$ cat config.mk
export PLATFORM = sky130hd
export DESIGN_NAME = midi_clock_transport_generator_top
export DESIGN_NICKNAME = d
export VERILOG_FILES = /design/src/mctg_pkg.sv /design/src/mctg_regs.sv /design/src/mctg_ctrl.sv /design/src/mctg_datapath.sv /design/src/midi_clock_transport_generator_top.sv
export SDC_FILE = /design/constraint.sdc
export NUM_CORES = 2
export LEC_CHECK = 0
export BUFFER_PORTS_ARGS = -buffer_cell sky130_fd_sc_hd__buf_2
export CAP_MARGIN = 20
export CELL_PAD_IN_SITES_DETAIL_PLACEMENT = 1
export CELL_PAD_IN_SITES_GLOBAL_PLACEMENT = 2
export CORE_ASPECT_RATIO = 2
export CORE_MARGIN = 10
export CORE_UTILIZATION = 40
export CTS_BUF_LIST = sky130_fd_sc_hd__clkbuf_2 sky130_fd_sc_hd__clkbuf_4 sky130_fd_sc_hd__clkbuf_8
export DETAILED_ROUTE_END_ITERATION = 10
export GPL_TIMING_DRIVEN = 0
export PLACE_DENSITY_LB_ADDON = 0.1
export REMOVE_ABC_BUFFERS = 1
export SLEW_MARGIN = 0
export SYNTH_ARGS = -nofsm -noshare
export SYNTH_HDL_FRONTEND = slang
export SYNTH_SLANG_ARGS = --single-unit
$ cat constraint.sdc
create_clock -name clk -period 7 [get_ports clk]
set_input_delay 0 -clock clk [delete_from_list [all_inputs] [get_ports clk]]
set_output_delay 0 -clock clk [all_outputs]
set_load 0.005 [all_outputs]
$ cat src/mctg_pkg.sv
`default_nettype none
package mctg_pkg;

	localparam int QUEUE_DEPTH = 4;
	localparam int TIME_BITS   = 40;
	localparam int FRAC_BITS   = 16;
	localparam int FIX_BITS    = TIME_BITS + FRAC_BITS;
	localparam int PERIOD_BITS = 40;
	localparam int MAX_RESULTS = 5;
	localparam int QIDX_W      = $clog2(QUEUE_DEPTH);
	localparam int FILL_W      = $clog2(QUEUE_DEPTH + 1);
	localparam int CNT_W       = $clog2(MAX_RESULTS + 1);
	localparam int ADDR_W      = 4;
	localparam int DATA_W      = 64;

	localparam logic [PERIOD_BITS-1:0] PERIOD_RESET = 40'd65536000;

	// song position = tick_total / 6, exact for any 32-bit count
	localparam logic [31:0] DIV6_RECIP = 32'hAAAA_AAAB;
	localparam int          DIV6_SHIFT = 34;

	// request types
	localparam logic [2:0] REQ_SAMPLE = 3'd0;
	localparam logic [2:0] REQ_START  = 3'd1;
	localparam logic [2:0] REQ_STOP   = 3'd2;
	localparam logic [2:0] REQ_PAUSE  = 3'd3;
	localparam logic [2:0] REQ_RESUME = 3'd4;

	// MIDI status bytes
	localparam logic [7:0] MSG_CLOCK = 8'hF8;
	localparam logic [7:0] MSG_START = 8'hFA;
	localparam logic [7:0] MSG_CONT  = 8'hFB;
	localparam logic [7:0] MSG_STOP  = 8'hFC;
	localparam logic [7:0] MSG_POS   = 8'hF2;

	localparam logic [1:0] LEN_ONE   = 2'd1;
	localparam logic [1:0] LEN_THREE = 2'd3;

	// register index (paddr[3])
	localparam logic REG_PERIOD = 1'b0;
	localparam logic REG_ENABLE = 1'b1;

	// queue push selections
	localparam logic [2:0] PUSH_STOP_NOW     = 3'd0;
	localparam logic [2:0] PUSH_POS_ANCHOR   = 3'd1;
	localparam logic [2:0] PUSH_START_ANCHOR = 3'd2;
	localparam logic [2:0] PUSH_POS_NOW      = 3'd3;
	localparam logic [2:0] PUSH_CONT_NOW     = 3'd4;

	typedef struct packed {
		logic [TIME_BITS-1:0] when;
		logic [7:0]           status;
		logic [6:0]           d1;
		logic [6:0]           d2;
		logic [1:0]           len;
	} qentry_t;

	typedef struct packed {
		logic       latch;
		logic       clr;
		logic       push;
		logic [2:0] push_sel;
		logic       anchor_ld;
		logic       start_set;
		logic       stop_set;
		logic       pause_set;
		logic       resume_set;
		logic       emit;
		logic       finish;
	} cmd_t;

	typedef struct packed {
		logic [2:0] req_type;
		logic       clock_enable;
		logic       running;
		logic       paused;
		logic       found;
		logic       out_free;
		logic       pend_v;
	} stat_t;

endpackage
`default_nettype wire

$ cat src/mctg_regs.sv
`default_nettype none
module mctg_regs (
	input  wire                                 clk,
	input  wire                                 arst_n,
	input  wire                                 psel,
	input  wire                                 penable,
	input  wire                                 pwrite,
	input  wire  [mctg_pkg::ADDR_W-1:0]         paddr,
	input  wire  [mctg_pkg::DATA_W-1:0]         pwdata,
	output logic [mctg_pkg::DATA_W-1:0]         prdata,
	output logic                                pready,
	output logic [mctg_pkg::PERIOD_BITS-1:0]    tick_period,
	output logic                                clock_enable
);

	logic wr_en;

	assign pready = 1'b1;
	assign wr_en  = psel & penable & pwrite;

	always_ff @(posedge clk or negedge arst_n) begin
		if (!arst_n) begin
			tick_period  <= mctg_pkg::PERIOD_RESET;
			clock_enable <= 1'b0;
		end else if (wr_en) begin
			if (paddr[3] == mctg_pkg::REG_PERIOD) begin
				tick_period <= pwdata[mctg_pkg::PERIOD_BITS-1:0];
			end else begin
				clock_enable <= pwdata[0];
			end
		end
	end

	always_comb begin
		if (paddr[3] == mctg_pkg::REG_ENABLE) begin
			prdata = mctg_pkg::DATA_W'(clock_enable);
		end else begin
			prdata = mctg_pkg::DATA_W'(tick_period);
		end
	end

endmodule
`default_nettype wire

$ cat src/mctg_ctrl.sv
`default_nettype none
module mctg_ctrl (
	input  wire                clk,
	input  wire                arst_n,
	input  wire                item_valid,
	output logic               item_ready,
	input  mctg_pkg::stat_t    stat,
	output mctg_pkg::cmd_t     cmd
);

	localparam logic [2:0] ST_IDLE   = 3'd0;
	localparam logic [2:0] ST_DECODE = 3'd1;
	localparam logic [2:0] ST_PUSH_A = 3'd2;
	localparam logic [2:0] ST_PUSH_B = 3'd3;
	localparam logic [2:0] ST_R_POS  = 3'd4;
	localparam logic [2:0] ST_R_CONT = 3'd5;
	localparam logic [2:0] ST_EVAL   = 3'd6;

	logic [2:0]                 state_q, state_d;
	logic [mctg_pkg::CNT_W-1:0] cnt_q, cnt_d;
	logic                       more;

	assign item_ready = (state_q == ST_IDLE);
	assign more       = stat.found && (cnt_q < mctg_pkg::CNT_W'(mctg_pkg::MAX_RESULTS));

	always_comb begin
		cmd     = '0;
		state_d = state_q;
		cnt_d   = cnt_q;
		case (state_q)
			ST_IDLE: begin
				if (item_valid) begin
					cmd.latch = 1'b1;
					state_d   = ST_DECODE;
				end
			end
			ST_DECODE: begin
				state_d = ST_IDLE;
				case (stat.req_type)
					mctg_pkg::REQ_START: begin
						if (stat.clock_enable) begin
							cmd.clr       = 1'b1;
							cmd.anchor_ld = 1'b1;
							cmd.push      = stat.running;
							cmd.push_sel  = mctg_pkg::PUSH_STOP_NOW;
							state_d       = ST_PUSH_A;
						end
					end
					mctg_pkg::REQ_STOP: begin
						if (stat.running) begin
							cmd.clr      = 1'b1;
							cmd.push     = 1'b1;
							cmd.push_sel = mctg_pkg::PUSH_STOP_NOW;
							cmd.stop_set = 1'b1;
						end
					end
					mctg_pkg::REQ_PAUSE: begin
						if (stat.running && !stat.paused) begin
							cmd.clr       = 1'b1;
							cmd.push      = 1'b1;
							cmd.push_sel  = mctg_pkg::PUSH_STOP_NOW;
							cmd.pause_set = 1'b1;
						end
					end
					mctg_pkg::REQ_RESUME: begin
						if (stat.running && stat.paused) begin
							cmd.resume_set = 1'b1;
							state_d        = ST_R_POS;
						end
					end
					mctg_pkg::REQ_SAMPLE: begin
						cnt_d   = '0;
						state_d = ST_EVAL;
					end
					default: begin
						state_d = ST_IDLE;
					end
				endcase
			end
			ST_PUSH_A: begin
				cmd.push     = 1'b1;
				cmd.push_sel = mctg_pkg::PUSH_POS_ANCHOR;
				state_d      = ST_PUSH_B;
			end
			ST_PUSH_B: begin
				cmd.push      = 1'b1;
				cmd.push_sel  = mctg_pkg::PUSH_START_ANCHOR;
				cmd.start_set = 1'b1;
				state_d       = ST_IDLE;
			end
			ST_R_POS: begin
				cmd.push     = 1'b1;
				cmd.push_sel = mctg_pkg::PUSH_POS_NOW;
				state_d      = ST_R_CONT;
			end
			ST_R_CONT: begin
				cmd.push     = 1'b1;
				cmd.push_sel = mctg_pkg::PUSH_CONT_NOW;
				state_d      = ST_IDLE;
			end
			ST_EVAL: begin
				// wait while a held result cannot move on
				if (!stat.pend_v || stat.out_free) begin
					if (more) begin
						cmd.emit = 1'b1;
						cnt_d    = cnt_q + 1'b1;
					end else begin
						cmd.finish = 1'b1;
						state_d    = ST_IDLE;
					end
				end
			end
			default: begin
				state_d = ST_IDLE;
			end
		endcase
	end

	always_ff @(posedge clk or negedge arst_n) begin
		if (!arst_n) begin
			state_q <= ST_IDLE;
			cnt_q   <= '0;
		end else begin
			state_q <= state_d;
			cnt_q   <= cnt_d;
		end
	end

endmodule
`default_nettype wire

$ cat src/mctg_datapath.sv
`default_nettype none
module mctg_datapath (
	input  wire                                 clk,
	input  wire                                 arst_n,
	input  mctg_pkg::cmd_t                      cmd,
	output mctg_pkg::stat_t                     stat,
	input  wire  [2:0]                          req_type,
	input  wire  [15:0]                         start_delay,
	input  wire  [mctg_pkg::PERIOD_BITS-1:0]    tick_period,
	input  wire                                 clock_enable,
	output logic                                result_valid,
	input  wire                                 result_ready,
	output logic [7:0]                          status_byte,
	output logic [6:0]                          data_one,
	output logic [6:0]                          data_two,
	output logic [1:0]                          byte_count,
	output logic                                last_in_run
);

	localparam int TB = mctg_pkg::TIME_BITS;
	localparam int FB = mctg_pkg::FIX_BITS;
	localparam int QW = mctg_pkg::QIDX_W;
	localparam int FW = mctg_pkg::FILL_W;

	// latched request
	logic [2:0]  req_q;
	logic [15:0] delay_q;

	// timing state
	logic [TB-1:0] now_q, anchor_q;
	logic [FB-1:0] ntt_q, phase_q;
	logic [31:0]   ticks_q;
	logic [63:0]   prod_q;
	logic          run_q, started_q, paused_q;

	// control queue
	mctg_pkg::qentry_t q_mem_q [mctg_pkg::QUEUE_DEPTH];
	logic [QW-1:0]     head_q;
	logic [FW-1:0]     fill_q;

	// held result and output register
	logic              pend_v_q, res_v_q;
	mctg_pkg::qentry_t pend_q, res_q;
	logic              res_last_q;

	logic [FB-1:0]     nowf, tick_fix;
	logic [TB-1:0]     tick_sec, anchor_d;
	logic [TB:0]       anchor_sum;
	mctg_pkg::qentry_t head_e, push_e, clk_e;
	logic              have_ctl, have_tick, pick_ctl, out_free, load_out;
	logic [QW-1:0]     base_head, tail, head_nx;
	logic [FW-1:0]     base_fill;
	logic [QW:0]       tail_sum;

	assign nowf       = {now_q, {mctg_pkg::FRAC_BITS{1'b0}}};
	assign tick_sec   = ntt_q[FB-1:mctg_pkg::FRAC_BITS];
	assign tick_fix   = ntt_q + FB'(tick_period);
	assign anchor_sum = {1'b0, now_q} + (TB+1)'(delay_q);
	assign anchor_d   = anchor_sum[TB] ? {TB{1'b1}} : anchor_sum[TB-1:0];

	assign head_e    = q_mem_q[head_q];
	assign have_ctl  = (fill_q != '0) && (head_e.when <= now_q);
	assign have_tick = run_q && started_q && !paused_q && (tick_sec <= now_q);
	assign pick_ctl  = have_ctl && (!have_tick || (head_e.when <= tick_sec));

	assign out_free = !res_v_q || result_ready;
	assign load_out = pend_v_q && (cmd.emit || cmd.finish);

	assign head_nx  = (head_q == QW'(mctg_pkg::QUEUE_DEPTH - 1)) ? '0 : head_q + 1'b1;

	// push slot, clear taking effect first
	assign base_head = cmd.clr ? '0 : head_q;
	assign base_fill = cmd.clr ? '0 : fill_q;
	assign tail_sum  = (QW+1)'(base_head) + (QW+1)'(base_fill);
	assign tail      = (tail_sum >= (QW+1)'(mctg_pkg::QUEUE_DEPTH)) ?
	                   QW'(tail_sum - (QW+1)'(mctg_pkg::QUEUE_DEPTH)) : tail_sum[QW-1:0];

	assign clk_e = '{when: '0, status: mctg_pkg::MSG_CLOCK, d1: '0, d2: '0,
	                 len: mctg_pkg::LEN_ONE};

	always_comb begin
		push_e = '{when: now_q, status: mctg_pkg::MSG_STOP, d1: '0, d2: '0,
		           len: mctg_pkg::LEN_ONE};
		case (cmd.push_sel)
			mctg_pkg::PUSH_STOP_NOW: begin
				push_e.status = mctg_pkg::MSG_STOP;
			end
			mctg_pkg::PUSH_POS_ANCHOR: begin
				push_e.when   = anchor_q;
				push_e.status = mctg_pkg::MSG_POS;
				push_e.len    = mctg_pkg::LEN_THREE;
			end
			mctg_pkg::PUSH_START_ANCHOR: begin
				push_e.when   = anchor_q;
				push_e.status = mctg_pkg::MSG_START;
			end
			mctg_pkg::PUSH_POS_NOW: begin
				push_e.status = mctg_pkg::MSG_POS;
				push_e.d1     = prod_q[mctg_pkg::DIV6_SHIFT +: 7];
				push_e.d2     = prod_q[mctg_pkg::DIV6_SHIFT + 7 +: 7];
				push_e.len    = mctg_pkg::LEN_THREE;
			end
			mctg_pkg::PUSH_CONT_NOW: begin
				push_e.status = mctg_pkg::MSG_CONT;
			end
			default: begin
				push_e.status = mctg_pkg::MSG_STOP;
			end
		endcase
	end

	assign stat = '{req_type: req_q, clock_enable: clock_enable, running: run_q,
	                paused: paused_q, found: have_ctl || have_tick, out_free: out_free,
	                pend_v: pend_v_q};

	// payload registers
	always_ff @(posedge clk) begin
		if (cmd.latch) begin
			req_q   <= req_type;
			delay_q <= start_delay;
		end
		if (cmd.anchor_ld) begin
			anchor_q <= anchor_d;
		end
		if (cmd.resume_set) begin
			prod_q <= ticks_q * mctg_pkg::DIV6_RECIP;
		end
		if (cmd.pause_set) begin
			phase_q <= (ntt_q > nowf) ? ntt_q - nowf : '0;
		end
		if (cmd.push && (base_fill != FW'(mctg_pkg::QUEUE_DEPTH))) begin
			q_mem_q[tail] <= push_e;
		end
		if (cmd.emit) begin
			pend_q <= pick_ctl ? head_e : clk_e;
		end
		if (load_out) begin
			res_q      <= pend_q;
			res_last_q <= cmd.finish;
		end
	end

	// control state
	always_ff @(posedge clk or negedge arst_n) begin
		if (!arst_n) begin
			now_q     <= '0;
			ntt_q     <= '0;
			ticks_q   <= '0;
			run_q     <= 1'b0;
			started_q <= 1'b0;
			paused_q  <= 1'b0;
			head_q    <= '0;
			fill_q    <= '0;
			pend_v_q  <= 1'b0;
			res_v_q   <= 1'b0;
		end else begin
			if (cmd.clr || cmd.push) begin
				head_q <= base_head;
				if (cmd.push && (base_fill != FW'(mctg_pkg::QUEUE_DEPTH))) begin
					fill_q <= base_fill + 1'b1;
				end else begin
					fill_q <= base_fill;
				end
			end
			if (cmd.start_set) begin
				run_q     <= 1'b1;
				started_q <= 1'b0;
				paused_q  <= 1'b0;
				ntt_q     <= {anchor_q, {mctg_pkg::FRAC_BITS{1'b0}}};
				ticks_q   <= '0;
			end
			if (cmd.stop_set) begin
				run_q     <= 1'b0;
				started_q <= 1'b0;
				paused_q  <= 1'b0;
			end
			if (cmd.pause_set) begin
				paused_q <= 1'b1;
			end
			if (cmd.resume_set) begin
				paused_q  <= 1'b0;
				started_q <= 1'b0;
				ntt_q     <= nowf + phase_q;
			end
			if (cmd.emit) begin
				pend_v_q <= 1'b1;
				if (pick_ctl) begin
					head_q <= head_nx;
					fill_q <= fill_q - 1'b1;
					if ((head_e.status == mctg_pkg::MSG_START) ||
					    (head_e.status == mctg_pkg::MSG_CONT)) begin
						started_q <= 1'b1;
					end else if (head_e.status == mctg_pkg::MSG_STOP) begin
						started_q <= 1'b0;
					end
				end else begin
					ticks_q <= ticks_q + 1'b1;
					ntt_q   <= tick_fix;
				end
			end
			if (cmd.finish) begin
				pend_v_q <= 1'b0;
				now_q    <= now_q + 1'b1;
			end
			if (load_out) begin
				res_v_q <= 1'b1;
			end else if (result_ready) begin
				res_v_q <= 1'b0;
			end
		end
	end

	assign result_valid = res_v_q;
	assign status_byte  = res_q.status;
	assign data_one     = res_q.d1;
	assign data_two     = res_q.d2;
	assign byte_count   = res_q.len;
	assign last_in_run  = res_last_q;

	a_fill_bound: assert property (@(posedge clk) disable iff (!arst_n)
		fill_q <= FW'(mctg_pkg::QUEUE_DEPTH))
		else $error("queue fill above depth");

	a_emit_holds: assert property (@(posedge clk) disable iff (!arst_n)
		cmd.emit |=> pend_v_q)
		else $error("emitted result not held");

	a_finish_empties: assert property (@(posedge clk) disable iff (!arst_n)
		cmd.finish |=> !pend_v_q)
		else $error("held result left after sample finished");

	a_mid_not_last: assert property (@(posedge clk) disable iff (!arst_n)
		(cmd.emit && pend_v_q) |=> (res_v_q && !res_last_q))
		else $error("result followed by another marked as last");

endmodule
`default_nettype wire

$ cat src/midi_clock_transport_generator_top.sv
// Channel  | Handshake               | Payload
// ---------+-------------------------+-------------------------------------------
// request  | item_valid / item_ready | req_type, start_delay
// result   | result_valid / ready    | status_byte, data_one, data_two,
//          |                         | byte_count, last_in_run
// config   | APB psel/penable/pwrite | paddr (0 tick_period, 8 clock_enable)
//
// Sample request: accept, decode, one message out per step (up to five), then
// a closing step that steps the sample counter. Start goes on to PUSH_A and
// PUSH_B, resume to R_POS and R_CONT; stop, pause and others end at decode.
// Each message waits on the result register; a stalled consumer holds the
// sequencer, but a new request is taken while the last result still waits.
// arst_n clears times, flags, queue pointers; anchor, phase, entries need none.
`default_nettype none
module midi_clock_transport_generator_top (
	input  wire                          clk,
	input  wire                          arst_n,
	// request channel
	input  wire                          item_valid,
	output logic                         item_ready,
	input  wire  [2:0]                   req_type,
	input  wire  [15:0]                  start_delay,
	// result channel
	output logic                         result_valid,
	input  wire                          result_ready,
	output logic [7:0]                   status_byte,
	output logic [6:0]                   data_one,
	output logic [6:0]                   data_two,
	output logic [1:0]                   byte_count,
	output logic                         last_in_run,
	// configuration
	input  wire                          psel,
	input  wire                          penable,
	input  wire                          pwrite,
	input  wire  [mctg_pkg::ADDR_W-1:0]  paddr,
	input  wire  [mctg_pkg::DATA_W-1:0]  pwdata,
	output logic [mctg_pkg::DATA_W-1:0]  prdata,
	output logic                         pready
);

	// tick period in Q24.16 samples, start gate
	logic [mctg_pkg::PERIOD_BITS-1:0] tick_period;
	logic                             clock_enable;

	// sequencer to datapath
	mctg_pkg::cmd_t  cmd;
	mctg_pkg::stat_t stat;

	mctg_regs u_regs (
		.clk          (clk),
		.arst_n       (arst_n),
		.psel         (psel),
		.penable      (penable),
		.pwrite       (pwrite),
		.paddr        (paddr),
		.pwdata       (pwdata),
		.prdata       (prdata),
		.pready       (pready),
		.tick_period  (tick_period),
		.clock_enable (clock_enable)
	);

	// sequencer: decodes each request and paces the message drain
	mctg_ctrl u_ctrl (
		.clk        (clk),
		.arst_n     (arst_n),
		.item_valid (item_valid),
		.item_ready (item_ready),
		.stat       (stat),
		.cmd        (cmd)
	);

	// datapath: sample time, tick time, transport queue, result register
	mctg_datapath u_dp (
		.clk          (clk),
		.arst_n       (arst_n),
		.cmd          (cmd),
		.stat         (stat),
		.req_type     (req_type),
		.start_delay  (start_delay),
		.tick_period  (tick_period),
		.clock_enable (clock_enable),
		.result_valid (result_valid),
		.result_ready (result_ready),
		.status_byte  (status_byte),
		.data_one     (data_one),
		.data_two     (data_two),
		.byte_count   (byte_count),
		.last_in_run  (last_in_run)
	);

endmodule
`default_nettype wire
[Yosys cells after proc, flatten, opt, wreduce, memory -nomap -nowiden]
Memories as Yosys holds them, arrays and structs flattened.
Index checks and enable logic that the tools add are counted.
Word-level totals
  flip-flop bits (word level): 397
  bits in latches: 0
  memory bits (writable): 240
  ROM bits: 0
  output and inout port bits: 92
  logic and storage cells: 185
  memories kept: 1
Cells by class
  add/subtract/negate cells: 12
  multipliers: 1
  div/mod/pow operators: 0
  $lt $le $gt $ge: 6
  equal/unequal tests: 24
  shifts and indexed selects: 0
  muxes and demuxes: 75
  bitwise gates (word level): 3
  reductions and logical operators: 35
Memories
  u_dp.q_mem_q: words 4, bits a word 60, read ports 1, clocked after memory_dff 0, write ports 1, RTL line mctg_datapath.sv:37  | mctg_pkg::qentry_t q_mem_q [mctg_pkg::QUEUE_DEPTH];
Operators by type and width (count)
  $mux 56: 4
  $le 40x40->1: 3
  $mux 32: 3
  $mux 40: 2
  $add 56x40->56: 1
  $add 56x56->56: 1
  $gt 56x56->1: 1
  $sub 56x56->56: 1
  $mul 32x32->48 const B: 1
  $add 40x16->41: 1
  $add 40x1->40 const B: 1
  $mux 3: 13
  $mux 1: 33
  $add 32x1->32 const B: 1
  $eq 8x8->1 const B: 3
  $mux 2: 10
  $pmux 4 s5: 1
  $eq 3x2->1 const B: 6
  $eq 3x3->1 const B: 5
  $pmux 3 s5: 1
  $pmux 5 s3: 1
  $mux 14: 1
  $pmux 4 s3: 1
  $logic_and 1x1->1: 10
  28 further kinds: 51

[Logic depth before layout (Yosys ltp)]
  depth after elaboration: 12
  depth in mapped cells: 28
  mapped depth without buffers: 28

[By module]
A second synthesis with hierarchy kept.
Second synthesis, totals
  cell total of the unflattened synthesis: 4376
  area total of the unflattened synthesis: 46993.8 sq um
By module, submodules not included
  mctg_datapath: instances 1, cells an instance 4156, area an instance 44420.1 sq um, seq. area each 15584.9 sq um
  mctg_regs: instances 1, cells an instance 159, area an instance 2057.0 sq um, seq. area each 1033.5 sq um
  mctg_ctrl: instances 1, cells an instance 61, area an instance 516.7 sq um, seq. area each 150.1 sq um

[Worst setup path after synthesis]
Ideal clock, no wire load.
  kind: reg-to-reg
  from: register u_ctrl.state_q[0]
  to: register u_dp.phase_q[0], enable pin
  setup time: 632 ps
  arrival: 6642 ps
  data required time: 6368 ps
  path slack: -273 ps
  cell stages (with the launch flop): 4
  buffers on the path: 0
  clock period less this slack: 7273 ps
  cells stage by stage: dfrtp_1 nor2b_1 nand2_1 nor4b_1
RTL lines
  start: declaration: RTL line mctg_ctrl.sv:19  | logic [2:0] state_q, state_d;
  start signal: assignment: RTL line mctg_ctrl.sv:124  | state_q <= state_d;
  end signal: assignment: RTL line mctg_datapath.sv:129  | phase_q <= (ntt_q > nowf) ? ntt_q - nowf : '0;
  end: declaration: RTL line mctg_datapath.sv:31  | logic [FB-1:0] ntt_q, phase_q;

[Worst setup path in the final report]
  from: register u_dp.ticks_q[15]
  to: register u_dp.prod_q[47] (data pin)
Between the ends
  cells in the longest elaborated chain, start to end: 1
RTL lines
  start: declaration: RTL line mctg_datapath.sv:32  | logic [31:0] ticks_q;
  start signal: assignment: RTL line mctg_datapath.sv:197  | ticks_q <= ticks_q + 1'b1;
  $mul 32x32->48: RTL line mctg_datapath.sv:126  | prod_q <= ticks_q * mctg_pkg::DIV6_RECIP;
  end signal: assignment: RTL line mctg_datapath.sv:126
  end: declaration: RTL line mctg_datapath.sv:33  | logic [63:0] prod_q;
No other way between the ends.
A chain may end at the register's enable or synchronous reset.

==> results.sh <==
export IMPL_status="complete, but fails checks"
export IMPL_violations="setup timing"
export IMPL_start_util_pct=40.25
export IMPL_crit_fanout=6
export IMPL_syn_area_per_cell_sq_um=10.72
export IMPL_drive_gt1_share_pct=17.95
export IMPL_vias=35470
export IMPL_wl_microns=183300
export IMPL_pre_cts_ws_ps=-2445
export IMPL_synth_top_area_share_pct=25.93
export IMPL_synth_area_leaders="edfxtp_1 (26%), fa_1 (14%), ha_1 (13%)"
export IMPL_grt_overflow_total=0
export IMPL_dp_cells=5958
export IMPL_critPathKind="reg2reg"
export IMPL_yosys_area_top_type="edfxtp_1"
export IMPL_rsz0062_at_grt="true"
export IMPL_cts_max_level=3
export IMPL_insertion_delay_ps=830
export IMPL_path_clk_slew_ps=70
export IMPL_coreArea_sq_um=116300
export IMPL_fin_skew_ps=73.87
export IMPL_setup_viol=8
export IMPL_maxSlewHeadroom_pct=24.27
export IMPL_async_flop_share_pct=31.41
export IMPL_route_detailed_drc=0
export IMPL_fmax_mhz=135.3
export IMPL_grt_pass1_vias=40030
export IMPL_drtIter0Drc=1574
export IMPL_syn_inst=4364
export IMPL_whs_ps=112.6
export IMPL_fin_crit_ps=7390
export IMPL_grt_use_total_pct=28.19
export IMPL_io_buffers=128
export IMPL_cts_root_buf="clkbuf_8"
export IMPL_hp_class="in2reg"
export IMPL_critPathArrivalTime_ps=7960
export IMPL_r2r_setup_slack_ps=-390
export IMPL_cts_tree="yes"
export IMPL_gp_congestion=0.9489
export IMPL_cts_sinks=589
export IMPL_grt_first_pass_wirelength_microns=267000
export IMPL_numCtsBuffers=94
export IMPL_cp_end_kind="flop"
export IMPL_ys_seq_area_share_pct=35.84
export IMPL_die_w_microns=261.9
export IMPL_maxCapViolCount=0
export IMPL_vias_per_cell=5.543
export IMPL_cts_buffer_depth=3
export IMPL_finalMaxSlewViolations=0
export IMPL_stdcell_count=6399
export IMPL_hold_violations=0
export IMPL_period_share_pct=105.6
export IMPL_fillers=12570
export IMPL_areaGrowthSynthToFinish_pct=19.58
export IMPL_antenna_found_initial=2
export IMPL_crit_path_start_kind="flop"
export IMPL_ys_seq_elements=589
export IMPL_max_slew_worst_pin_slew_ps=1128
export IMPL_syn_cell_area_sq_um=46790
export IMPL_ys_warnings_count=0
export IMPL_setup_slack_ps=-389.6
export IMPL_required_ps=7570
export IMPL_io_pins=186
export IMPL_nets=5707
export IMPL_dr_pass1_iters=5
export IMPL_synth_ff_type="edfxtp_1"
export IMPL_wl_per_cell_microns=28.65
export IMPL_rows=177
export IMPL_ant_nets=0
export IMPL_synth_edff_count=404
export IMPL_dp_final_hpwl_microns=145300
export IMPL_fp_dieH_microns=503.7
export IMPL_grt_max_degree=85
export IMPL_die_area_sq_um=131900
export IMPL_synth_cell_types=90
cell usage in the layout, fill, tap and decap left out, drive strengths merged, types with 40 or more instances in the layout:
| cell | instances |
|---|---|
| a21o | 82 |
| buf | 321 |
| nand4 | 53 |
| fa | 320 |
| nor2b | 67 |
| o21ai | 180 |
| inv | 628 |
| mux2 | 46 |
| a31oi | 43 |
| nor2 | 186 |
| mux4 | 59 |
| and2 | 65 |
| clkbuf | 129 |
| xnor2 | 178 |
| dfrtp | 179 |
| a21oi | 214 |
| dlygate4sd3 | 137 |
| nor3 | 58 |
| edfxtp | 404 |
| xor2 | 67 |
| a211oi | 40 |
| ha | 500 |
| and3 | 49 |
| o211ai | 69 |
| nand2 | 312 |
| nand3 | 85 |
| nand2b | 43 |
critical path, stage by stage, from the launching register on:
cell and delay (ps):
dfrtp_4 580, ha_4 350, xor2_4 380, ha_4 280
inv_4 60, fa_1 440, fa_1 540, inv_2 40
fa_2 570, fa_2 450, fa_1 490, inv_1 50
fa_1 490, inv_2 60, ha_4 270, nand4_1 130
buf_6 170, or2_4 220, o221a_4 230, o2111ai_4 110
o211ai_1 120, buf_4 170, a311oi_4 290, a21o_1 200
a21oi_2 80, xnor2_2 330
synth_stat cells, drive strengths merged, types with 6 or more instances:
cell,instances
dfrtp,179
nor4b,6
o21a,22
inv,627
nor3b,7
a31o,15
nor3,58
a21boi,6
xor2,67
a211oi,40
and2,65
or3,14
mux4,59
a31oi,43
o31a,6
a211o,8
nor2,186
mux2i,23
or2,17
o211ai,69
clkbuf,99
nor2b,67
a21o,82
nand3b,8
o21bai,20
nand4,53
a21oi,214
ha,500
mux2,46
and4,16
o31ai,13
and3,49
nor4,24
nand2,312
o21ai,180
nand2b,43
dfstp,6
fa,320
a221oi,6
nand3,85
edfxtp,404
buf,54
xnor2,178
worst paths after layout:
| path | startpoint | endpoint | cells past startpoint |
|---|---|---|---|
| setup / recovery | u_dp.ticks_q[15]$_DFF_PN0_ | u_dp.prod_q[47]$_DFFE_PP_ | 25 |
| hold / removal | pwrite | u_regs.clock_enable$_DFFE_PN0P_ | 4 |
| setup reg to reg | u_dp.ticks_q[15]$_DFF_PN0_ | u_dp.prod_q[47]$_DFFE_PP_ | 25 |
| hold reg to reg | u_dp.pend_q[1]$_SDFFCE_PN0P_ | u_dp.byte_count[1]$_DFFE_PP_ | 0 |
| max in group asynchronous | arst_n | u_dp.head_q[0]$_DFF_PN0_ | 6 |
| min in group asynchronous | arst_n | u_dp.ticks_q[25]$_DFF_PN0_ | 4 |
timing repair:
| item | 4_1_cts | 5_1_grt |
|---|---|---|
| hold buffers | 138 | 0 |
| buffers inserted | 89 | 35 |
| endpoints found under the hold margin | 267 | 0 |
| pin swaps | 68 | 85 |
| gates resized for setup | 224 | 76 |
| endpoints found under the setup margin | 14 | 16 |
metal layers:
metal	share of wire [%]	routed length, microns	track usage [%]	vias to the layer above
met5	0	0	0	-
met4	10	18390	24.36	0
met3	2.6	4784	3.299	502
met2	57	104700	55.55	803
met1	30	55400	24.19	18190
li1	-	-	-	15970
layout make-up:
cell class / instances / area (sq um) / share of cell area, %
well taps: 1521 / 1903 / 3.401
inverters: 627 / 2380 / 4.253
diodes: 3 / 7.507 / 0.01342
flip-flops and latches: 589 / 16840 / 30.11
clock inverters: 49 / 601.8 / 1.076
multi-input cells: 3023 / 28440 / 50.84
clock buffers: 129 / 1625 / 2.905
repair buffers: 458 / 4145 / 7.408
state kept, by name, indices dropped and copies added (netlist names), 2 cells and up:
register and cells:
u_dp.data_two 7, u_dp.prod_q 14, u_dp.status_byte 4, u_ctrl.state_q 3, u_dp.pend_q 19, u_dp.delay_q 16
u_dp.phase_q 56, u_dp.now_q 40, u_dp.req_q 3, u_dp.ntt_q 56, u_dp.q_mem_q 236, u_dp.data_one 7
u_dp.head_q 2, u_dp.ticks_q 32, u_dp.fill_q 3, u_dp.anchor_q 40, u_regs.tick_period 40, u_ctrl.cnt_q 3
through the flow:
step | util, % | TNS, ps | area (sq um)
2_1_floorplan | - | -85620 | 46190
3_3_place_gp | 41.91 | -2421210 | 48730
3_5_place_dp | 42.97 | -26050 | 49960
4_1_cts | 47.57 | -1253 | 55310
5_1_grt | 48.12 | -3158 | 55950
6_report | 48.12 | -2119 | 55950
cells by family after synthesis:
family	count (synthesis)	share of synthesized area, %
mux	128	4.439
compound gates	778	10.58
buf+inv	780	6.543
fa+ha+maj	820	27.06
other cells	2	0.01605
xor+xnor	245	4.586
flops	589	35.84
simple gates	1022	10.94
Power is not shown: default switching activity piles up to over one toggle a cycle in this logic, so the estimate is an artifact.
